[config.mk]
export PLATFORM = sky130hd
export DESIGN_NAME = rdt_slot_store
export DESIGN_NICKNAME = d
export VERILOG_FILES = /design/src/hdl/rdt_pkg.sv /design/src/hdl/rdt_slot_store.sv
export SDC_FILE = /design/constraint.sdc
export NUM_CORES = 1
export LEC_CHECK = 0
export ABC_AREA = 1
export BUFFER_PORTS_ARGS = -buffer_cell sky130_fd_sc_hd__buf_2
export CORE_ASPECT_RATIO = 1.2
export CORE_MARGIN = 10
export CORE_UTILIZATION = 30
export DETAILED_ROUTE_END_ITERATION = 10
export GPL_TIMING_DRIVEN = 0
export SYNTH_ARGS = -nofsm -noshare
export SYNTH_HDL_FRONTEND = slang
export SYNTH_SLANG_ARGS = --single-unit
[constraint.sdc]
create_clock -name clk -period 2.8 [get_ports clk]
set_input_delay 0.14 -clock clk [delete_from_list [all_inputs] [get_ports clk]]
set_output_delay 0.14 -clock clk [all_outputs]
set_load 0.01 [all_outputs]
[src/hdl/rdt_pkg.sv]
// ----------------------------------------------------------------------------
// rdt_pkg
// shared types, codes and defaults of the registered down-timer table
// ----------------------------------------------------------------------------
package rdt_pkg;

  // payload field widths as seen on the channels
  localparam int FUNC_W        = 3;
  localparam int KEY_FIELD_W   = 16;
  localparam int VALUE_FIELD_W = 16;
  localparam int STATUS_W      = 2;
  localparam int COUNT_FIELD_W = 4;

  // parameter defaults
  localparam int SLOTS_DEFAULT       = 8;
  localparam int VALUE_WIDTH_DEFAULT = 16;
  localparam int KEY_WIDTH_DEFAULT   = 16;

  // operation codes
  localparam logic [FUNC_W-1:0] FN_TICK  = 3'd0;
  localparam logic [FUNC_W-1:0] FN_ADD   = 3'd1;
  localparam logic [FUNC_W-1:0] FN_DEL   = 3'd2;
  localparam logic [FUNC_W-1:0] FN_WRITE = 3'd3;
  localparam logic [FUNC_W-1:0] FN_READ  = 3'd4;

  // status codes
  localparam logic [STATUS_W-1:0] STAT_OK      = 2'd0;
  localparam logic [STATUS_W-1:0] STAT_PRESENT = 2'd1;
  localparam logic [STATUS_W-1:0] STAT_FULL    = 2'd2;
  localparam logic [STATUS_W-1:0] STAT_MISSING = 2'd3;

  typedef struct packed {
    logic [FUNC_W-1:0]        func;
    logic [KEY_FIELD_W-1:0]   timer_key;
    logic [VALUE_FIELD_W-1:0] timer_value;
  } in_beat_t;

  typedef struct packed {
    logic [STATUS_W-1:0]      status;
    logic [VALUE_FIELD_W-1:0] read_value;
    logic [COUNT_FIELD_W-1:0] active_timers;
  } out_beat_t;

  typedef enum logic [1:0] {
    SEQ_IDLE,
    SEQ_SCAN,
    SEQ_APPLY
  } seq_state_t;

endpackage

[src/hdl/rdt_slot_store.sv]
// ----------------------------------------------------------------------------
// rdt_slot_store
// key and value memories of the timer slots, one write and one read port
// ----------------------------------------------------------------------------
module rdt_slot_store #(
  parameter int SLOTS    = rdt_pkg::SLOTS_DEFAULT,
  parameter int KEY_BITS = rdt_pkg::KEY_FIELD_W,
  parameter int VAL_BITS = rdt_pkg::VALUE_FIELD_W,
  localparam int IW      = (SLOTS > 1) ? $clog2(SLOTS) : 1
) (
  input  logic                clk,
  input  logic                wr_en,
  input  logic                wr_key_en,
  input  logic [IW-1:0]       wr_idx,
  input  logic [KEY_BITS-1:0] wr_key,
  input  logic [VAL_BITS-1:0] wr_val,
  input  logic [IW-1:0]       rd_idx,
  output logic [KEY_BITS-1:0] rd_key,
  output logic [VAL_BITS-1:0] rd_val
);

  logic [KEY_BITS-1:0] key_mem [SLOTS];
  logic [VAL_BITS-1:0] val_mem [SLOTS];

  always_ff @(posedge clk) begin
    if (wr_en) begin
      val_mem[wr_idx] <= wr_val;
    end
    if (wr_key_en) begin
      key_mem[wr_idx] <= wr_key;
    end
  end

  // registered read
  always_ff @(posedge clk) begin
    rd_key <= key_mem[rd_idx];
    rd_val <= val_mem[rd_idx];
  end

endmodule

After elaboration in Yosys (flattened, before gate mapping)

Memory sizes are Yosys's and may differ from the RTL's. A register that Yosys moved wholly into a read port is not among the register bits.
Cells that the tools add are included.

Multiplexer cells: 4

Operators by type and width:

| cell              | number |
|---|---|
| 1-bit two-way mux | 4 |

Flip-flop bits (word level): 0
Bits in writable memories: 256
Input port bits: 41
Output and inout bits: 32
Word-level logic and storage cells: 6
Memories kept: 2

Memories:

| name    | words | width | rd ports | clocked after memory_dff | wr ports | line                 | text |
|---|---|---|---|---|---|---|---|
| key_mem | 8     | 16    | 1        | 1                        | 1        | rdt_slot_store.sv:22 | `logic [KEY_BITS-1:0] key_mem [SLOTS];` |
| val_mem | 8     | 16    | 1        | 1                        | 1        | rdt_slot_store.sv:23 | `logic [VAL_BITS-1:0] val_mem [SLOTS];` |

Depth between registers and ports, before layout

Depth after elaboration: 2
Mapped depth: 8
Mapped depth without buffers: 6

Least setup slack after synthesis

Ideal clock, no wire load.

Path kind: in2reg
Start point: input port wr_idx[1]
End point: memory key_mem[0][0] (netlist name), enable pin
Setup time: 388 ps
Arrival: 1024 ps
Data required time: 2412 ps
Path slack: 1387 ps
Cell stages on the path: 3
Path buffers: 0
Cell sequence: inv_1 -> nand3_1 -> nor2_1

RTL lines:

| element         | line                 | text |
|---|---|---|
| start, declared | rdt_slot_store.sv:14 | `input logic [IW-1:0] wr_idx,` |
| end, declared   | rdt_slot_store.sv:22 |  |

Straight into the memory's write port.

Worst setup path in the final report

Start point: register rd_key[1], read port of key_mem
End point: output port rd_key[1]

RTL lines:

| element         | line                 | text |
|---|---|---|
| start, declared | rdt_slot_store.sv:18 | `output logic [KEY_BITS-1:0] rd_key,` |

No word-level cell between the ends.

==> flow_metrics.tcl <==
set metrics [dict create \
    final_layout_size_suffix_gt1_share_pct 13.65 \
    clk_pin_slew_ps 60 \
    path_class "flip-flop to output pin" \
    period_needed_ps 1155 \
    grt_usage_pct 11.89 \
    relSlewSlack_pct 54.26 \
    clock_path_buffers 3 \
    gp_congestion 0.7573 \
    grtUsageMet3_pct 2.969 \
    synth_top_area_share_pct 64.45 \
    rows 79 \
    ant_nets 0 \
    top_usage_layer "met2" \
    clockRootBuffer "clkbuf_16" \
    grt_util_met1_pct 14.76 \
    r2r_start "val_mem[4][2]" \
    drt_iter0_drc 560 \
    syn-num-nets 1209 \
    crit_path_top_delay_cell "dfxtp_1" \
    peakVddDrop_uv 499.2 \
    met2_usage_pct 20.11 \
    report.final.hold_viol_count 0 \
    rsz0062_at_grt "false" \
    cts-buffers-inserted 30 \
    drtPass1Iterations 4 \
    pin_count 73 \
    regToRegSetupSlack_ps 1860 \
    path_cells "buf_2" \
    crit_cells 1 \
    synth_area_mm2 0.01193 \
    fp.dieH_um 238.4 \
    cp.arrival_ps 1010 \
    cpPeakStageDelay_ps 340 \
    endpoint_kind "output pin" \
    dieWidth_um 202.0 \
    crit_required_ps 2660 \
    worst_pin_slew_ps 686.1 \
    cts_tree "yes" \
    yosysTopAreaCell "edfxtp_1" \
    cp_max_fo 1 \
    yosysWarnings 0 \
    drv_cap 0 \
    nets 1360 \
    cts_sinks 288 \
    cp_num_buf_inv 1 \
    startpoint "rd_key[1]" \
    antenna_found_initial 4 \
    wl_mm 29.10 \
    die_area_mm2 0.04817 \
    grt_pass1_wl_mm 45.02 \
    vias 7851 \
    reg2reg_to "rd_val[2]" \
    hpwl_mm 19.72 \
    reg2regPathDepth 6 \
    critPathLaunchType "flip-flop" \
    syn_inst 1168 \
    setup_violations 0 \
    syn_avg_cell_area_um2 10.21 \
    post_cts_buffers 0 \
    drc 0 \
    post_drt_wl_per_cell_um 15.57 \
    fin_ws_ps 1645 \
    cp-endpoint "rd_key[1]" \
    first_global_vias 7889 \
    ys_top_cells_by_area "edfxtp_1, nand2_1, inv_1, nand3_1, dfxtp_1" \
    vias_per_cell 4.201 \
    ys_ff_latch 288 \
    initial_core_util_pct 30.55 \
    final_max_slew_viol_count 0 \
    fmax_ghz 0.8659 \
    status "finished clean" \
    h-tree-depth 1 \
    cpLargestDelayFamily "flip-flops" \
    p_leak_nw 6.595 \
    finalCritPeriodShare_pct 41.24 \
    fp.coreArea_mm2 0.03904 \
    p_per_area_mw_per_mm2 652.1 \
    pre_cts_ws_ps 1182 \
    postCtsHoldBufs 32 \
    io_buffers 71 \
    hold_class "input pin to flip-flop" \
    clock-skew-final_ps 12.79 \
    power_mw 9.452 \
    grt_overflow 0 \
    grt_max_degree 15 \
    insertion_delay_ps 550 \
    final.setup.tns_ps 0 \
    synthToLayoutAreaGrowth_pct 21.51 \
    ys_types 12 \
    post_cts_resized 0 \
    yosysSeqAreaShare_pct 69.82 \
]
-- cell usage after synthesis --
library cell  instances
nor2_1               16
buf_1                 5
dfxtp_1              32
buf_6                11
buf_2                20
nand3_1             136
clkbuf_1              7
edfxtp_1            256
buf_4                 5
inv_2                 2
inv_1               262
nand2_1             416
-- registers in the layout, summed over array words and instances (netlist names) --
name,cells
key_mem,128
rd_key,16
val_mem,128
rd_val,16
-- per-layer routing --
metal	wire length, um	part of all wire, %
met1	12490	43
met3	1990	6.8
met2	13880	48
met5	29	0.10
met4	705	2.4
-- cells in the final DEF, fill, tap and decap left out --
cell             n
buf_1            5
buf_2           91
buf_4            5
buf_6           11
buf_8           16
bufinv_16        2
clkbuf_1        17
clkbuf_16       31
clkbuf_8         2
clkinv_1         2
clkinv_2         6
clkinv_4         1
dfxtp_1         32
diode_2          2
dlygate4sd3_1   32
edfxtp_1       256
inv_1          262
inv_2            2
nand2_1        416
nand3_1        136
nor2_2          16
-- report_power, final --
part | leakage (nW) | switching (mW) | internal [mW]
clock | 0.467 | 1.59 | 2.26
combinational | 3.53 | 0.472 | 0.246
sequential | 2.60 | 0.0394 | 4.85
total | 6.59 | 2.10 | 7.35
-- layout make-up --
cell class / instances / area [um2]
fillers: 3770 / 24550
flip-flops and latches: 288 / 8328
multi-input cells: 568 / 2342
inverters: 264 / 991.0
repair buffers: 119 / 915.9
clock buffers: 43 / 840.8
well taps: 526 / 658.1
plain buffers: 48 / 306.5
clock inverters: 11 / 106.4
diodes: 2 / 5.005
-- through the flow --
stage	cell area [um2]	util, %	cells	hold slack, ps
global route	14490	37.12	1869	85.07
detailed placement	13220	33.86	1781	413.6
floorplan	11930	-	1168	238.9
CTS	14490	37.11	1867	34.96
global placement	12940	33.15	1765	408.9
finish	14490	37.12	1869	64.54
-- how the worst min path moves through the flow --
| stage | endpoint | from | cells after the start | slack, ps |
|---|---|---|---|---|
| floorplan | key_mem[0][0] | wr_key[0] | 0 | 240 |
| global placement | val_mem[2][14] | wr_val[14] | 1 | 410 |
| detailed placement | val_mem[2][14] | wr_val[14] | 1 | 410 |
| CTS | rd_val[15] | rd_idx[2] | 3 | 30 |
| global route | rd_val[15] | rd_idx[2] | 3 | 90 |
| finish | rd_val[15] | rd_idx[2] | 3 | 60 |
-- kinds of logic (layout without fill, tap and decap cells) --
| logic type | Yosys count | count (layout) | synth area share, % |
|---|---|---|---|
| buffers and inverters | 312 | 485 | 10.88 |
| AND/OR/NAND/NOR | 568 | 568 | 19.30 |
| other | 0 | 2 | 0 |
| flip-flops | 288 | 288 | 69.82 |
No activity file was read; power rests on OpenSTA's default activity.
